$ cat config.mk
export PLATFORM = sky130hd
export DESIGN_NAME = line_follower_steering_step_unit
export DESIGN_NICKNAME = d
export VERILOG_FILES = /design/src/rtl/lfss_pkg.sv /design/src/rtl/lfss_pct_lane.sv /design/src/rtl/lfss_merge.sv /design/src/rtl/lfss_drive_scale.sv /design/src/rtl/line_follower_steering_step_unit.sv
export SDC_FILE = /design/constraint.sdc
export NUM_CORES = 2
export LEC_CHECK = 0
export BUFFER_PORTS_ARGS = -buffer_cell sky130_fd_sc_hd__buf_2
export CAP_MARGIN = 5
export CELL_PAD_IN_SITES_DETAIL_PLACEMENT = 1
export CELL_PAD_IN_SITES_GLOBAL_PLACEMENT = 1
export CORE_UTILIZATION = 50
export DETAILED_ROUTE_END_ITERATION = 10
export PLACE_DENSITY = 0.9
export SETUP_SLACK_MARGIN = 0.15
export SYNTH_ARGS = -nofsm -noshare
export SYNTH_HDL_FRONTEND = slang
export SYNTH_SLANG_ARGS = --single-unit
$ cat constraint.sdc
create_clock -name clock -period 13.4 [get_ports clock]
set_input_delay 4.02 -clock clock [delete_from_list [all_inputs] [get_ports clock]]
set_output_delay 4.02 -clock clock [all_outputs]
set_load 0.03 [all_outputs]
$ cat src/rtl/lfss_pkg.sv
// Shared types, constants and codes of the line follower steering step unit.
package lfss_pkg;

   localparam int CFG_W = 12;
   localparam int SPEED_W = 8;
   localparam int EDGE_W = 2;
   localparam int CLS_W = 2;
   localparam int AGE_W = 13;
   localparam int HUND_W = 7;
   localparam int CSR_ADDR_W = 3;
   localparam int DEFAULT_SAMPLE_WIDTH = 12;
   localparam int RSP_W = 24;

   // Edge age: clear the latch once this old, never count past the cap.
   localparam logic [AGE_W-1:0] AGE_CLEAR = AGE_W'(350);
   localparam logic [AGE_W-1:0] AGE_MAX = AGE_W'(5000);

   // Hundredths that pass the speed through unchanged.
   localparam logic [HUND_W-1:0] HUND_FULL = HUND_W'(100);

   // x / 100 == (x * 5243) >> 19 for every x below 16384.
   localparam int PROD_W = SPEED_W + HUND_W;
   localparam int RECIP_W = 13;
   localparam logic [RECIP_W-1:0] RECIP_MUL = RECIP_W'(5243);
   localparam int RECIP_SHIFT = 19;

   localparam logic [CFG_W-1:0] RST_WHITE = CFG_W'(0);
   localparam logic [CFG_W-1:0] RST_SPAN = CFG_W'(1000);
   localparam logic [CFG_W-1:0] RST_THRESHOLD = CFG_W'(2048);

   // Register indexes of the write port.
   localparam logic [CSR_ADDR_W-1:0] CSR_WHITE_LEFT = 3'd0;
   localparam logic [CSR_ADDR_W-1:0] CSR_WHITE_CENTER = 3'd1;
   localparam logic [CSR_ADDR_W-1:0] CSR_WHITE_RIGHT = 3'd2;
   localparam logic [CSR_ADDR_W-1:0] CSR_SPAN_LEFT = 3'd3;
   localparam logic [CSR_ADDR_W-1:0] CSR_SPAN_CENTER = 3'd4;
   localparam logic [CSR_ADDR_W-1:0] CSR_SPAN_RIGHT = 3'd5;
   localparam logic [CSR_ADDR_W-1:0] CSR_THRESH_LEFT = 3'd6;
   localparam logic [CSR_ADDR_W-1:0] CSR_THRESH_RIGHT = 3'd7;

   // Latched outer edge.
   localparam logic [EDGE_W-1:0] EDGE_NONE = 2'd0;
   localparam logic [EDGE_W-1:0] EDGE_LEFT = 2'd1;
   localparam logic [EDGE_W-1:0] EDGE_RIGHT = 2'd2;

   // Steering class.
   localparam logic [CLS_W-1:0] STEER_AHEAD = 2'd0;
   localparam logic [CLS_W-1:0] STEER_LEFT = 2'd1;
   localparam logic [CLS_W-1:0] STEER_RIGHT = 2'd2;
   localparam logic [CLS_W-1:0] STEER_SHARP = 2'd3;

   // One wheel command: speed or its negation, times hundredths.
   typedef struct packed {
      logic neg;
      logic [HUND_W-1:0] hund;
   } lfss_side_type;

   typedef struct packed {
      logic drive;
      lfss_side_type left;
      lfss_side_type right;
   } lfss_decision_type;

   typedef struct packed {
      logic [CLS_W-1:0] steer_cls;
      logic [EDGE_W-1:0] edge_latch;
      logic [AGE_W-1:0] edge_age;
   } lfss_track_type;

   typedef enum logic [2:0] {
      FSM_IDLE,
      FSM_DIVIDE,
      FSM_MERGE,
      FSM_SCALE,
      FSM_OUTPUT
   } lfss_fsm_type;

   // Magnitude width of sample minus white level.
   function automatic int lfss_mag_width(int sample_width);
      return (sample_width > CFG_W) ? sample_width : CFG_W;
   endfunction

endpackage

$ cat src/rtl/lfss_pct_lane.sv
// One calibration lane: (raw - white) * 100 / span with a bit-serial divider.
module lfss_pct_lane #(
   parameter int SAMPLE_WIDTH = lfss_pkg::DEFAULT_SAMPLE_WIDTH
) (
   input  logic clock,
   input  logic reset,
   input  logic start,
   input  logic [SAMPLE_WIDTH-1:0] raw,
   input  logic [lfss_pkg::CFG_W-1:0] white,
   input  logic [lfss_pkg::CFG_W-1:0] span,
   output logic signed [lfss_pkg::lfss_mag_width(SAMPLE_WIDTH)+7:0] pct,
   output logic pct_valid
);
   import lfss_pkg::*;

   localparam int MW = lfss_mag_width(SAMPLE_WIDTH);
   localparam int NW = MW + 7;
   localparam int CW = (NW > 1) ? $clog2(NW) : 1;

   logic signed [MW:0] diff;
   logic neg;
   logic [MW-1:0] abs_diff;
   logic [NW-1:0] scaled;
   logic [CFG_W:0] trial;
   logic fit;
   logic [CFG_W-1:0] rem_in;
   logic last;

   logic busy_ff, valid_ff, neg_ff;
   logic [NW-1:0] quo_ff;
   logic [CFG_W-1:0] rem_ff, div_ff;
   logic [CW-1:0] cnt_ff;

   assign diff = $signed({1'b0, MW'(raw)}) - $signed({1'b0, MW'(white)});
   assign neg = diff[MW];
   assign abs_diff = neg ? MW'(-diff) : MW'(diff);
   assign scaled = NW'(abs_diff) * NW'(100);

   // restoring step: one quotient bit a cycle
   assign trial = {rem_ff, quo_ff[NW-1]};
   assign fit = trial >= {1'b0, div_ff};
   assign rem_in = fit ? CFG_W'(trial - {1'b0, div_ff}) : trial[CFG_W-1:0];
   assign last = cnt_ff == CW'(NW - 1);

   always_ff @(posedge clock) begin
      if (reset) begin
         busy_ff <= 1'b0;
         valid_ff <= 1'b0;
      end else if (start) begin
         busy_ff <= 1'b1;
         valid_ff <= 1'b0;
      end else if (busy_ff && last) begin
         busy_ff <= 1'b0;
         valid_ff <= 1'b1;
      end
   end

   always_ff @(posedge clock) begin
      if (start) begin
         quo_ff <= scaled;
         rem_ff <= '0;
         div_ff <= (span == '0) ? CFG_W'(1) : span;
         neg_ff <= neg;
         cnt_ff <= '0;
      end else if (busy_ff) begin
         quo_ff <= {quo_ff[NW-2:0], fit};
         rem_ff <= rem_in;
         cnt_ff <= cnt_ff + 1'b1;
      end
   end

   assign pct = neg_ff ? -$signed({1'b0, quo_ff}) : $signed({1'b0, quo_ff});
   assign pct_valid = valid_ff;

endmodule

$ cat src/rtl/lfss_merge.sv
// Merge of the three lane percentages into drive choice and edge tracking.
module lfss_merge #(
   parameter int PW = 20
) (
   input  logic signed [PW-1:0] pct_left,
   input  logic signed [PW-1:0] pct_mid,
   input  logic signed [PW-1:0] pct_right,
   input  logic right_first,
   input  logic hit_left,
   input  logic hit_right,
   input  lfss_pkg::lfss_track_type track_cur,
   output lfss_pkg::lfss_track_type track_nxt,
   output lfss_pkg::lfss_decision_type decision
);
   import lfss_pkg::*;

   localparam int DW = PW + 1;

   logic signed [DW-1:0] diff_lr, diff_rl;
   logic [HUND_W-1:0] ladder_l, ladder_r;
   logic [HUND_W-1:0] side_h_l, side_h_r;
   logic found_l, found_r, sharp_l, sharp_r;

   function automatic logic [HUND_W-1:0] bend_hund(logic signed [DW-1:0] d);
      if (d < DW'(20)) return HUND_W'(95);
      else if (d < DW'(40)) return HUND_W'(90);
      else if (d < DW'(60)) return HUND_W'(85);
      else return HUND_W'(80);
   endfunction

   // Neither ladder hit: reduce, stop or reverse the inner wheel by side depth.
   function automatic lfss_side_type side_fallback(logic signed [PW-1:0] p);
      lfss_side_type s;
      s.neg = 1'b0;
      if (p > PW'(70)) s.hund = HUND_W'(10);
      else if (p > PW'(60)) s.hund = HUND_W'(5);
      else if (p > PW'(50)) s.hund = HUND_W'(0);
      else if (p > PW'(40)) begin
         s.neg = 1'b1;
         s.hund = HUND_W'(5);
      end else begin
         s.neg = 1'b1;
         s.hund = HUND_W'(10);
      end
      return s;
   endfunction

   assign diff_lr = DW'(pct_left) - DW'(pct_right);
   assign diff_rl = DW'(pct_right) - DW'(pct_left);

   // Center ladders: the highest step below the center value wins.
   always_comb begin
      ladder_l = HUND_W'(40);
      ladder_r = HUND_W'(40);
      for (int k = 0; k < 9; k++) begin
         if (pct_mid > PW'(35 + 5 * k)) ladder_l = HUND_W'(45 + 5 * k);
         if (k > 0 && pct_mid > PW'(35 + 5 * k)) ladder_r = HUND_W'(45 + 5 * k);
      end
   end

   // Side ladders from 60 down to 10 (left) or 5 (right).
   always_comb begin
      found_l = 1'b0;
      found_r = 1'b0;
      sharp_l = 1'b0;
      sharp_r = 1'b0;
      side_h_l = '0;
      side_h_r = '0;
      for (int k = 1; k <= 12; k++) begin
         if (pct_mid > PW'(5 * k)) begin
            if (k >= 2) begin
               found_l = 1'b1;
               side_h_l = HUND_W'(5 * k + 10);
               sharp_l = (k >= 6);
            end
            found_r = 1'b1;
            side_h_r = HUND_W'(5 * k + 10);
            sharp_r = (k >= 6);
         end
      end
   end

   always_comb begin
      logic [AGE_W-1:0] age_v;
      logic [EDGE_W-1:0] latch_v;
      logic [CLS_W-1:0] cls_v;
      logic tick, on_mid, lean_l, lean_r;
      lfss_side_type full, side_v;

      full.neg = 1'b0;
      full.hund = HUND_FULL;
      side_v = '0;
      decision = '0;
      tick = 1'b0;

      age_v = (hit_left || hit_right) ? '0 : track_cur.edge_age;
      if (right_first) begin
         latch_v = hit_left ? EDGE_LEFT : (hit_right ? EDGE_RIGHT : track_cur.edge_latch);
      end else begin
         latch_v = hit_right ? EDGE_RIGHT : (hit_left ? EDGE_LEFT : track_cur.edge_latch);
      end
      if (age_v >= AGE_CLEAR) begin
         latch_v = EDGE_NONE;
         age_v = '0;
      end
      cls_v = track_cur.steer_cls;

      on_mid = (pct_mid > PW'(80)) ||
               (pct_mid >= pct_left && pct_mid >= pct_right && pct_mid > PW'(20));
      lean_l = pct_left > pct_right && pct_left > PW'(25);
      lean_r = pct_right > pct_left && pct_right > PW'(25);

      if (on_mid) begin
         tick = 1'b1;
         decision.drive = 1'b1;
         if (pct_left > pct_right && pct_left > PW'(5)) begin
            decision.left.hund = (pct_mid > PW'(80)) ? bend_hund(diff_lr) : ladder_l;
            decision.right = full;
            cls_v = STEER_SHARP;
         end else if (pct_right > pct_left && pct_right > PW'(5)) begin
            decision.left = full;
            decision.right.hund = (pct_mid > PW'(80)) ? bend_hund(diff_rl) : ladder_r;
            cls_v = STEER_SHARP;
         end else begin
            decision.left = full;
            decision.right = full;
            cls_v = STEER_AHEAD;
         end
      end else if (lean_l || lean_r) begin
         tick = 1'b1;
         decision.drive = 1'b1;
         if (lean_l) begin
            if (found_l) begin
               side_v.hund = side_h_l;
               cls_v = sharp_l ? STEER_SHARP : STEER_LEFT;
            end else begin
               side_v = side_fallback(pct_left);
               cls_v = STEER_LEFT;
            end
            decision.left = side_v;
            decision.right = full;
         end else begin
            if (found_r) begin
               side_v.hund = side_h_r;
               cls_v = sharp_r ? STEER_SHARP : STEER_RIGHT;
            end else begin
               side_v = side_fallback(pct_right);
               cls_v = STEER_RIGHT;
            end
            decision.left = full;
            decision.right = side_v;
         end
      end else begin
         // line lost: spin back toward the remembered edge, the class or an outer hit
         side_v.neg = 1'b1;
         if (latch_v == EDGE_LEFT && pct_left < PW'(5)) begin
            side_v.hund = HUND_W'(30);
            decision = '{drive: 1'b1, left: side_v, right: full};
         end else if (latch_v == EDGE_RIGHT && pct_right < PW'(5)) begin
            side_v.hund = HUND_W'(30);
            decision = '{drive: 1'b1, left: full, right: side_v};
         end else if (track_cur.steer_cls == STEER_LEFT) begin
            side_v.hund = (pct_left > PW'(10)) ? HUND_W'(15) : HUND_W'(20);
            if (pct_left > PW'(5)) decision = '{drive: 1'b1, left: side_v, right: full};
         end else if (track_cur.steer_cls == STEER_RIGHT) begin
            side_v.hund = (pct_right > PW'(10)) ? HUND_W'(15) : HUND_W'(20);
            if (pct_right > PW'(5)) decision = '{drive: 1'b1, left: full, right: side_v};
         end else begin
            side_v.hund = HUND_W'(30);
            if (hit_left) decision = '{drive: 1'b1, left: side_v, right: full};
            else if (hit_right) decision = '{drive: 1'b1, left: full, right: side_v};
         end
      end

      if (tick && latch_v != EDGE_NONE && age_v < AGE_MAX) begin
         age_v = age_v + 1'b1;
      end

      track_nxt.steer_cls = cls_v;
      track_nxt.edge_latch = latch_v;
      track_nxt.edge_age = age_v;
   end

endmodule

$ cat src/rtl/lfss_drive_scale.sv
// Wheel command scaler: (+/-speed * hundredths) / 100, truncated toward zero.
module lfss_drive_scale (
   input  logic clock,
   input  logic load,
   input  logic signed [lfss_pkg::SPEED_W-1:0] speed,
   input  lfss_pkg::lfss_side_type side,
   output logic [lfss_pkg::SPEED_W-1:0] drive
);
   import lfss_pkg::*;

   logic signed [SPEED_W:0] vel;
   logic [SPEED_W-1:0] mag;
   logic [PROD_W+RECIP_W-1:0] recip;
   logic [SPEED_W-1:0] quo;

   logic [PROD_W-1:0] prod_ff;
   logic sign_ff;

   assign vel = side.neg ? -(SPEED_W+1)'(speed) : (SPEED_W+1)'(speed);
   assign mag = vel[SPEED_W] ? SPEED_W'(-vel) : SPEED_W'(vel);

   // hold magnitude product for the reciprocal multiply
   always_ff @(posedge clock) begin
      if (load) begin
         prod_ff <= PROD_W'(mag) * PROD_W'(side.hund);
         sign_ff <= vel[SPEED_W];
      end
   end

   assign recip = (PROD_W + RECIP_W)'(prod_ff) * (PROD_W + RECIP_W)'(RECIP_MUL);
   assign quo = recip[RECIP_SHIFT +: SPEED_W];
   assign drive = sign_ff ? -quo : quo;

endmodule

$ cat src/rtl/line_follower_steering_step_unit.sv
// Top level of the line follower steering step unit.
// One req beat is one control tick: five raw reflectance samples, a signed speed
// in percent and an edge priority flag. Three lanes turn the inner samples into
// calibrated percentages, each with its own bit-serial divider that yields one
// quotient bit a cycle; a merge stage then picks the wheel commands, updates the
// steering class and the outer edge latch with its age counter, and a scaler
// forms speed times hundredths over 100. Each rsp beat carries the drive flag,
// both wheel commands and the edge latch after the tick. The next tick is
// accepted after the result is registered. The unit works on one tick at a
// time; a result that waits for rsp_tready holds the next tick at its final
// stage. Calibration registers are written through csr_* and take effect for
// ticks accepted after the write.
module line_follower_steering_step_unit #(
   parameter int SAMPLE_WIDTH = lfss_pkg::DEFAULT_SAMPLE_WIDTH
) (
   input  logic clock,
   input  logic reset,

   input  logic req_tvalid,
   output logic req_tready,
   // speed[7:0], right_first[8], then sample_far_left, sample_left, sample_mid,
   // sample_right, sample_far_right at SAMPLE_WIDTH bits each, zero padded
   input  logic [((lfss_pkg::SPEED_W + 1 + 5 * SAMPLE_WIDTH + 7) / 8) * 8 - 1:0] req_tdata,

   output logic rsp_tvalid,
   input  logic rsp_tready,
   // drive_update[0], left_drive[8:1], right_drive[16:9], edge_seen[18:17], zero padded
   output logic [lfss_pkg::RSP_W-1:0] rsp_tdata,

   input  logic csr_we,
   input  logic [lfss_pkg::CSR_ADDR_W-1:0] csr_addr,
   input  logic [lfss_pkg::CFG_W-1:0] csr_wdata
);
   import lfss_pkg::*;

   localparam int SW = SAMPLE_WIDTH;
   localparam int MW = lfss_mag_width(SW);
   localparam int PW = MW + 8;
   localparam int SMP_LO = SPEED_W + 1;

   // Calibration registers.
   logic [CFG_W-1:0] white_left_ff, white_center_ff, white_right_ff;
   logic [CFG_W-1:0] span_left_ff, span_center_ff, span_right_ff;
   logic [CFG_W-1:0] thresh_left_ff, thresh_right_ff;

   // Tick fields held while the lanes run.
   logic signed [SPEED_W-1:0] speed_ff;
   logic right_first_ff, hit_left_ff, hit_right_ff;

   logic [SW-1:0] far_left, far_right;
   logic hit_left, hit_right;

   lfss_fsm_type fsm_ff, fsm_in;
   logic lane_start, merge_load, scale_load, out_load;

   logic signed [PW-1:0] pct_left, pct_mid, pct_right;
   logic [2:0] lane_valid;

   lfss_track_type track_ff, track_in;
   lfss_decision_type dec_ff, dec_in;

   logic [SPEED_W-1:0] left_drive, right_drive;

   logic rsp_tvalid_ff, rsp_tvalid_in;
   logic [RSP_W-1:0] rsp_tdata_ff, rsp_tdata_in;

   // Register writes: decode the index, drop anything else.
   always_ff @(posedge clock) begin
      if (reset) begin
         white_left_ff <= RST_WHITE;
         white_center_ff <= RST_WHITE;
         white_right_ff <= RST_WHITE;
         span_left_ff <= RST_SPAN;
         span_center_ff <= RST_SPAN;
         span_right_ff <= RST_SPAN;
         thresh_left_ff <= RST_THRESHOLD;
         thresh_right_ff <= RST_THRESHOLD;
      end else if (csr_we) begin
         unique case (csr_addr)
            CSR_WHITE_LEFT: white_left_ff <= csr_wdata;
            CSR_WHITE_CENTER: white_center_ff <= csr_wdata;
            CSR_WHITE_RIGHT: white_right_ff <= csr_wdata;
            CSR_SPAN_LEFT: span_left_ff <= csr_wdata;
            CSR_SPAN_CENTER: span_center_ff <= csr_wdata;
            CSR_SPAN_RIGHT: span_right_ff <= csr_wdata;
            CSR_THRESH_LEFT: thresh_left_ff <= csr_wdata;
            CSR_THRESH_RIGHT: thresh_right_ff <= csr_wdata;
         endcase
      end
   end

   // Outer edge compares need no divider: resolve them on the accepted beat.
   assign far_left = req_tdata[SMP_LO +: SW];
   assign far_right = req_tdata[SMP_LO + 4 * SW +: SW];
   assign hit_left = MW'(far_left) > MW'(thresh_left_ff);
   assign hit_right = MW'(far_right) > MW'(thresh_right_ff);

   always_ff @(posedge clock) begin
      if (lane_start) begin
         speed_ff <= $signed(req_tdata[SPEED_W-1:0]);
         right_first_ff <= req_tdata[SPEED_W];
         hit_left_ff <= hit_left;
         hit_right_ff <= hit_right;
      end
   end

   // Three calibration lanes, all the same length.
   lfss_pct_lane #(.SAMPLE_WIDTH(SW)) u_lane_left (
      .clock(clock), .reset(reset), .start(lane_start),
      .raw(req_tdata[SMP_LO + SW +: SW]), .white(white_left_ff), .span(span_left_ff),
      .pct(pct_left), .pct_valid(lane_valid[0])
   );

   lfss_pct_lane #(.SAMPLE_WIDTH(SW)) u_lane_mid (
      .clock(clock), .reset(reset), .start(lane_start),
      .raw(req_tdata[SMP_LO + 2 * SW +: SW]), .white(white_center_ff), .span(span_center_ff),
      .pct(pct_mid), .pct_valid(lane_valid[1])
   );

   lfss_pct_lane #(.SAMPLE_WIDTH(SW)) u_lane_right (
      .clock(clock), .reset(reset), .start(lane_start),
      .raw(req_tdata[SMP_LO + 3 * SW +: SW]), .white(white_right_ff), .span(span_right_ff),
      .pct(pct_right), .pct_valid(lane_valid[2])
   );

   lfss_merge #(.PW(PW)) u_merge (
      .pct_left(pct_left), .pct_mid(pct_mid), .pct_right(pct_right),
      .right_first(right_first_ff), .hit_left(hit_left_ff), .hit_right(hit_right_ff),
      .track_cur(track_ff), .track_nxt(track_in), .decision(dec_in)
   );

   // Steering class and edge tracking advance once per tick, at merge.
   always_ff @(posedge clock) begin
      if (reset) begin
         track_ff <= '0;
      end else if (merge_load) begin
         track_ff <= track_in;
      end
   end

   always_ff @(posedge clock) begin
      if (merge_load) begin
         dec_ff <= dec_in;
      end
   end

   lfss_drive_scale u_scale_left (
      .clock(clock), .load(scale_load), .speed(speed_ff), .side(dec_ff.left),
      .drive(left_drive)
   );

   lfss_drive_scale u_scale_right (
      .clock(clock), .load(scale_load), .speed(speed_ff), .side(dec_ff.right),
      .drive(right_drive)
   );

   // Sequencer.
   always_ff @(posedge clock) begin
      if (reset) begin
         fsm_ff <= FSM_IDLE;
      end else begin
         fsm_ff <= fsm_in;
      end
   end

   always_comb begin
      fsm_in = fsm_ff;
      req_tready = 1'b0;
      lane_start = 1'b0;
      merge_load = 1'b0;
      scale_load = 1'b0;
      out_load = 1'b0;
      unique case (fsm_ff)
         FSM_IDLE: begin
            req_tready = 1'b1;
            if (req_tvalid) begin
               lane_start = 1'b1;
               fsm_in = FSM_DIVIDE;
            end
         end
         FSM_DIVIDE: begin
            if (&lane_valid) fsm_in = FSM_MERGE;
         end
         FSM_MERGE: begin
            merge_load = 1'b1;
            fsm_in = FSM_SCALE;
         end
         FSM_SCALE: begin
            scale_load = 1'b1;
            fsm_in = FSM_OUTPUT;
         end
         FSM_OUTPUT: begin
            // hold until the output register is free or drains this cycle
            if (!rsp_tvalid_ff || rsp_tready) begin
               out_load = 1'b1;
               fsm_in = FSM_IDLE;
            end
         end
         default: fsm_in = FSM_IDLE;
      endcase
   end

   // Output register.
   assign rsp_tdata_in = RSP_W'({track_ff.edge_latch, right_drive, left_drive, dec_ff.drive});
   assign rsp_tvalid_in = out_load || (rsp_tvalid_ff && !rsp_tready);

   always_ff @(posedge clock) begin
      if (reset) begin
         rsp_tvalid_ff <= 1'b0;
      end else begin
         rsp_tvalid_ff <= rsp_tvalid_in;
      end
   end

   always_ff @(posedge clock) begin
      if (out_load) begin
         rsp_tdata_ff <= rsp_tdata_in;
      end
   end

   assign rsp_tvalid = rsp_tvalid_ff;
   assign rsp_tdata = rsp_tdata_ff;

`ifndef SYNTHESIS
   // With no edge latched the age counter must sit at zero.
   a_age_idle: assert property (@(posedge clock) disable iff (reset)
      track_ff.edge_latch == EDGE_NONE |-> track_ff.edge_age == '0)
      else $error("edge age running without a latched edge");

   // Merge only sees finished lane results.
   a_merge_lanes: assert property (@(posedge clock) disable iff (reset)
      fsm_ff == FSM_MERGE |-> &lane_valid)
      else $error("merge before all lanes finished");

   // A beat without drive carries zero wheel commands.
   a_no_drive_zero: assert property (@(posedge clock) disable iff (reset)
      rsp_tvalid && !rsp_tdata[0] |-> rsp_tdata[16:1] == '0)
      else $error("wheel command on a beat without drive");

   // Tracking state moves only at merge.
   a_track_hold: assert property (@(posedge clock) disable iff (reset)
      fsm_ff != FSM_MERGE |=> $stable(track_ff))
      else $error("tracking state changed outside merge");

   // An accepted beat starts the lanes.
   a_accept_divide: assert property (@(posedge clock) disable iff (reset)
      req_tvalid && req_tready |=> fsm_ff == FSM_DIVIDE && lane_valid == '0)
      else $error("accepted beat did not start the lanes");
`endif

endmodule
---- Word level (Yosys, flattened, before mapping) ----
Index checks and enable logic that the tools add are counted.
word-level totals
  memories ................................ 0
  register bits ........................... 349
  memory bits (writable) .................. 0
  ROM bits ................................ 0
  latch bits .............................. 0
  word-level logic and storage cells ...... 367
operators by class
  mux-type cells .......................... 169
  shifts and indexed selects .............. 0
  eq/ne operators ......................... 21
  bitwise operators ....................... 0
  $lt $le $gt $ge ......................... 49
  multipliers ............................. 7
  div/mod/pow operators ................... 0
  add/sub/neg operators ................... 23
  reduce and logical (&&, ||, !) cells .... 47
operators with widths
  operator                                                                        count
  20-bit by 7-bit > comparator with 1-bit output (second input constant)          12
  7-bit 2-to-1 mux                                                                34
  20-bit by 8-bit > comparator with 1-bit output (second input constant)          6
  19-bit 2-to-1 mux                                                               6
  17-bit 2-to-1 mux                                                               6
  20-bit by 6-bit > comparator with 1-bit output (second input constant)          5
  21-bit by 7-bit less-than comparator with 1-bit output (second input constant)  4
  20-bit by 5-bit > comparator with 1-bit output (second input constant)          4
  12-bit 2-to-1 mux                                                               6
  6-bit 2-to-1 mux                                                                12
  16-bit 2-to-1 mux                                                               4
  20-bit by 4-bit > comparator with 1-bit output (second input constant)          3
  20-bit 2-to-1 mux                                                               3
  19-bit negator with 20-bit output                                               3
  15-bit by 13-bit multiplier with 27-bit output (second input constant)          2
  1-bit 2-to-1 mux                                                                54
  12-bit by 5-bit multiplier with 17-bit output (second input constant)           3
  5-bit 2-to-1 mux                                                                9
  21-bit by 6-bit less-than comparator with 1-bit output (second input constant)  2
  20-bit by 20-bit subtractor with 21-bit output                                  2
  20-bit >= comparator                                                            2
  20-bit > comparator                                                             2
  20-bit by 4-bit less-than comparator with 1-bit output (second input constant)  2
  13-bit by 12-bit >= comparator with 1-bit output                                3
  other kinds (36)                                                                127

---- Logic depth before layout (Yosys ltp) ----
  depth in word-level cells ............... 19
  gate-level depth with buffers ........... 33
  depth with buffers taken out ............ 32

---- By module ----
From an unflattened synthesis, not the netlist that was laid out.
second synthesis, totals
  cell total of the unflattened synthesis .. 4530
  area total of the unflattened synthesis .. 39307.7 um2
by module, submodules not included
  module                             area an instance (um2)  cells each  times used  seq. area each (um2)
  lfss_drive_scale at u_scale_left   6357.3                  662         1           480.5
  line_follower_steering_step_unit   6342.3                  671         1           3753.6
  lfss_drive_scale at u_scale_right  6308.6                  656         1           480.5
  lfss_merge                         5418.9                  840         1           0.0
  lfss_pct_lane at u_lane_mid        5098.6                  583         1           1321.3
  lfss_pct_lane at u_lane_right      4918.5                  563         1           1321.3
  lfss_pct_lane at u_lane_left       4863.4                  555         1           1321.3

---- Least setup slack after synthesis ----
No wires, ideal clock.
  path type ............................... in2reg
  start point ............................. input port req_tdata[45] (netlist name)
  end point ............................... register u_lane_right.quo_ff[18], data pin
  data arrival time ....................... 9.649 ns
  path slack .............................. 3.481 ns
  library setup time ...................... 0.270 ns
  path buffers ............................ 1
  cell stages on the path ................. 32
  cells stage by stage .................... inv_1 ha_1 inv_1 fa_1 a21o_1 a21oi_1 o21ai_0 a21oi_1 o21bai_1 a21oi_1 o21bai_1 a21oi_1 o21a_1 clkbuf_1 nand2_1 xnor2_1 ha_1 ha_1 fa_1 ha_1 a21o_1 a21oi_1 o21bai_1 a21oi_1 o21bai_1 a21oi_1 o21bai_1 a21oi_1 o21bai_1 a21oi_1 xor2_1 o22ai_1
between the ends
  elaborated cells between the ends (all ways) .. 5
RTL lines
  what                                            line                                    source
  start: declaration                              line_follower_steering_step_unit.sv:23  input logic [((lfss_pkg::SPEED_W + 1 + 5 * SAMPLE_WIDTH + 7) / 8) * 8 - 1:0] req_tdata,
  12-bit by 12-bit subtractor with 13-bit output  lfss_pct_lane.sv:34                     assign diff = $signed({1'b0, MW'(raw)}) - $signed({1'b0, MW'(white)});
  net u_lane_right.diff[12]                       lfss_pct_lane.sv:20                     logic signed [MW:0] diff;
  12-bit 2-to-1 mux                               lfss_pct_lane.sv:36                     assign abs_diff = neg ? MW'(-diff) : MW'(diff);
  12-bit by 5-bit multiplier with 17-bit output   lfss_pct_lane.sv:37                     assign scaled = NW'(abs_diff) * NW'(100);
  19-bit 2-to-1 mux                               lfss_pct_lane.sv:59                     if (start) begin
  end signal: assignment                          lfss_pct_lane.sv:60                     quo_ff <= scaled;
  end signal: assignment                          lfss_pct_lane.sv:66                     quo_ff <= {quo_ff[NW-2:0], fit};
  end: declaration                                lfss_pct_lane.sv:30                     logic [NW-1:0] quo_ff;
The timed path passes the listed nets, and every way through them passes these cells.
A chain may end at the register's enable or synchronous reset.

---- Final worst setup path ----
  start point ............................. input port req_tdata[45] (netlist name)
  end point ............................... register u_lane_right.quo_ff[18], data pin
between the ends
  word-level cells in the longest chain between the ends .. 5
ends and longest elaborated chain
  what                                                line
  12-bit by 12-bit subtractor with 13-bit output (*)  lfss_pct_lane.sv:34
  12-bit negator                                      lfss_pct_lane.sv:36
  12-bit 2-to-1 mux (*)                               lfss_pct_lane.sv:36
  12-bit by 5-bit multiplier with 17-bit output (*)   lfss_pct_lane.sv:37
  19-bit 2-to-1 mux (*)                               lfss_pct_lane.sv:59
Every way passes the cells marked *; elsewhere a longest branch is shown, timed or not.

==> impl_results.md <==
- Status: finished clean
- Clk_lat worst skew: 0.61 ns
- Clock sink count: 349
- Area grow syn2layout: 6.93%
- FFs w/ async S/R, synth: 0%
- Hpwl dp: 89,600 um
- Crit path capture type: flip-flop
- Slew Viols, Final: 0
- Final period util: 80.2%
- Synth Area in XOR/XNOR: 6.08%
- Seq cells post-synth: 349
- Via density: 5.95
- Chip width: 279 um
- Initial antenna violation count: 0
- Part of the power in registers: 23.4%
- Clock share of power: 19.4%
- Dpl ws: 2.55 ns
- Die area: 77,700 um^2
- Max cap viols: 0
- Setup TNS: 0 ns
- PwrDens: 149 nW/um^2
- Int Power: around 0.0033 W
- Final Cell Area: slightly above 40,000 um^2
- Final worst clock skew: a little over 0.04 ns
- Final wirelength: 118,000 um
- Hold-critical path depth: 2
- Post-CTS Setup Inserts: 0
- Worst-Margin Slew: approximately 1.2 ns
- CP arrival: ~11 ns
- Startpoint Class: primary input
- # hold bufs at CTS: 0
- Nets: between 5,000 and 6,000
- Final core utilization: 54.0%
- Initial DRC Count: 2,147
- Rows: 101
- TritonCTS buffer count: 42
- Synth Instances: 4,442
- Placed Area: 39,500 um^2
- Number of synthesized flops with an enable pin: 169
- Remaining DRCs: 0
- Clock transition at path regs: 0.06 ns
- Achievable Freq: 93.1 MHz
- Most frequent cells in the layout: inv_1, ha_1, nand2_1
- WP buf/inv: 3
- Stages on the worst setup path: 32
- Final WS setup: ~2.7 ns
- First-pass GRT wire length: 188,000 um
- Peak fanout along the critical path: 12
- VDD IR max: slightly above 0.1 mV
- Most used flip-flop cell after synthesis: dfxtp_1
- P_sw: 0.00279 W
- Unique masters post-synth: 97
- H-Tree Depth: 2
- Crit path time final: ~11 ns
- GPL Wtd Cong: 0.930
- Layout cell share with drive strength beyond 1: 6.44%
- Main combinational cell family by area after synthesis: adder cells
- Root buf cell: clkbuf_16
- Sequential-to-total area share from yosys stat: between 20% and 30%
- Chip height: 279 um
- Port Buffers: 109
- Routed vias: 32,417
- Combinational fraction of design power: 57.2%
- Pin count of the biggest net entering global routing: 98
- Routed len/inst: ~22 um
- Fraction of synthesized area in multiplexers: 1.61%
- HP Class: flip-flop to flip-flop
- CTS Buffer Depth: 3
- CP max stage cell: fa_1
- CTS tree: yes
- Core Area: 75,800 um^2
- RSZ-0062 raised after global routing: no
- Netlist Area Pre-Place: roughly 38,000 um^2
- Leak pwr: 18.8 nW
- Adder-cell share of the synthesized area: between 30% and 40%
- CP required: 13.73 ns
- YS warnings: 0
- Syn avg cell area: 8.62 um^2
- GR Util All Layers: 30.2%
- Rel. slew slack: 16.5%
- Filler instances: 9,000
- Simple-gate area share of the yosys netlist: 15.7%
- Leading cell type in the layout, fill and taps excluded: inv_1
- Final Hold Fails: 0
- Sw frac: 45.6%
- Cts repair resizes: 0
- Antenna viol nets, final: 0
- Pwr Total: 0.00612 W
- Worst path max stage delay: 0.49 ns
- Total grt overflow: 0
- Crit path top cell by count: a21oi_1
- Initial Util: 50.5%
- DRT Pass-1 Iters: 5
- Path depth of the worst reg2reg path: 30
- Synth Area in Compound Gates: 15.2%
- Final setup vio count: 0
- Vias in the first global route: 35,421
- Kind of critical path: primary input to flip-flop
- Top delay family on crit path: compound AO/OA/AOI/OAI gates
- Io pins: 118
## stage by stage
step / hold slack (ns) / cells
2_1_floorplan: 0.400 / 4446
3_3_place_gp: 0.441 / 5373
3_5_place_dp: 0.441 / 5373
4_1_cts: 0.455 / 5451
5_1_grt: 0.472 / 5451
6_report: 0.453 / 5452
## final timing paths
path | start | endpoint | slack (ns)
worst max-delay path | req_tdata[45] | u_lane_right.quo_ff[18] | 2.66
worst min-delay path | white_left_ff[7] | white_left_ff[7] | 0.45
worst max register to register | speed_ff[1] | u_scale_left.prod_ff[14] | 5.64
worst min register to register | white_left_ff[7] | white_left_ff[7] | 0.45
## registers in the layout, summed over array words and instances (netlist names), 15 cells and up
name and cells:
u_lane_right.quo_ff 19, track_ff 15, u_lane_mid.quo_ff 19, dec_ff 17
u_lane_left.quo_ff 19, u_scale_right.prod_ff 15, u_scale_left.prod_ff 15, rsp_tdata 19
## per-layer routing
metal  routed length [um]  track usage, %  part of all wire [%]
met5                    0               0                     0
met4                 5500            13.2                   4.7
met3                 4650            3.67                   3.9
met2                61700            57.5                    52
met1                46300            33.3                    39
## worst register-to-register path: cells and delay by family, from the launching register on
| family | cells | cell delay [ns] |
|---|---|---|
| and+or+nand+nor | 9 | 1.78 |
| xor gates and xnor gates | 2 | 0.75 |
| adders and majority gates | 6 | 2.74 |
| DFF | 1 | 0.52 |
| buffers and inverters | 6 | 0.45 |
| AOI/OAI and AO/OA | 7 | 1.27 |
## cells in the mapped netlist, drive strengths merged (68+ instances only)
library cell  count  area [um^2]
a21oi           284         1420
and2             70          438
clkbuf          155          594
dfxtp           180         3600
edfxtp          169         5070
fa              221         4420
ha              565         7070
inv             668         2510
nand2           412         1550
nand3           102          515
nor2            219          825
nor2b            68          425
nor3             75          375
o21ai           228         1140
xnor2           176         1540
xor2             82          741
## kinds of logic after synthesis
group,count (synthesis)
muxes,60
other,1
buffers and inverters,858
and+or+nand+nor,1215
AOI/OAI and AO/OA,908
adders and majority gates,791
DFF,349
xor gates and xnor gates,260
## area by class of cell
class / instances / area [um^2] / area share [%]
multi-input combinational: 3239 / 26400 / 64.4
sequential: 349 / 8680 / 21.2
inverter: 671 / 2520 / 6.16
tap: 978 / 1220 / 2.99
clock buffer: 49 / 1120 / 2.73
timing repair buffer: 136 / 751 / 1.83
clock inverter: 29 / 290 / 0.709
antenna: 1 / 2.50 / 0.00611
## power groups by stage
stage          clock, W  combinational [W]  sequential, W
6_report        0.00119            0.00350        0.00143
5_1_grt         0.00124            0.00384        0.00144
4_1_cts         0.00120            0.00345        0.00143
3_5_place_dp          0            0.00333        0.00145
3_3_place_gp          0            0.00313        0.00144
2_1_floorplan         0            0.00254        0.00137
Power figures use the tool's default switching activity.
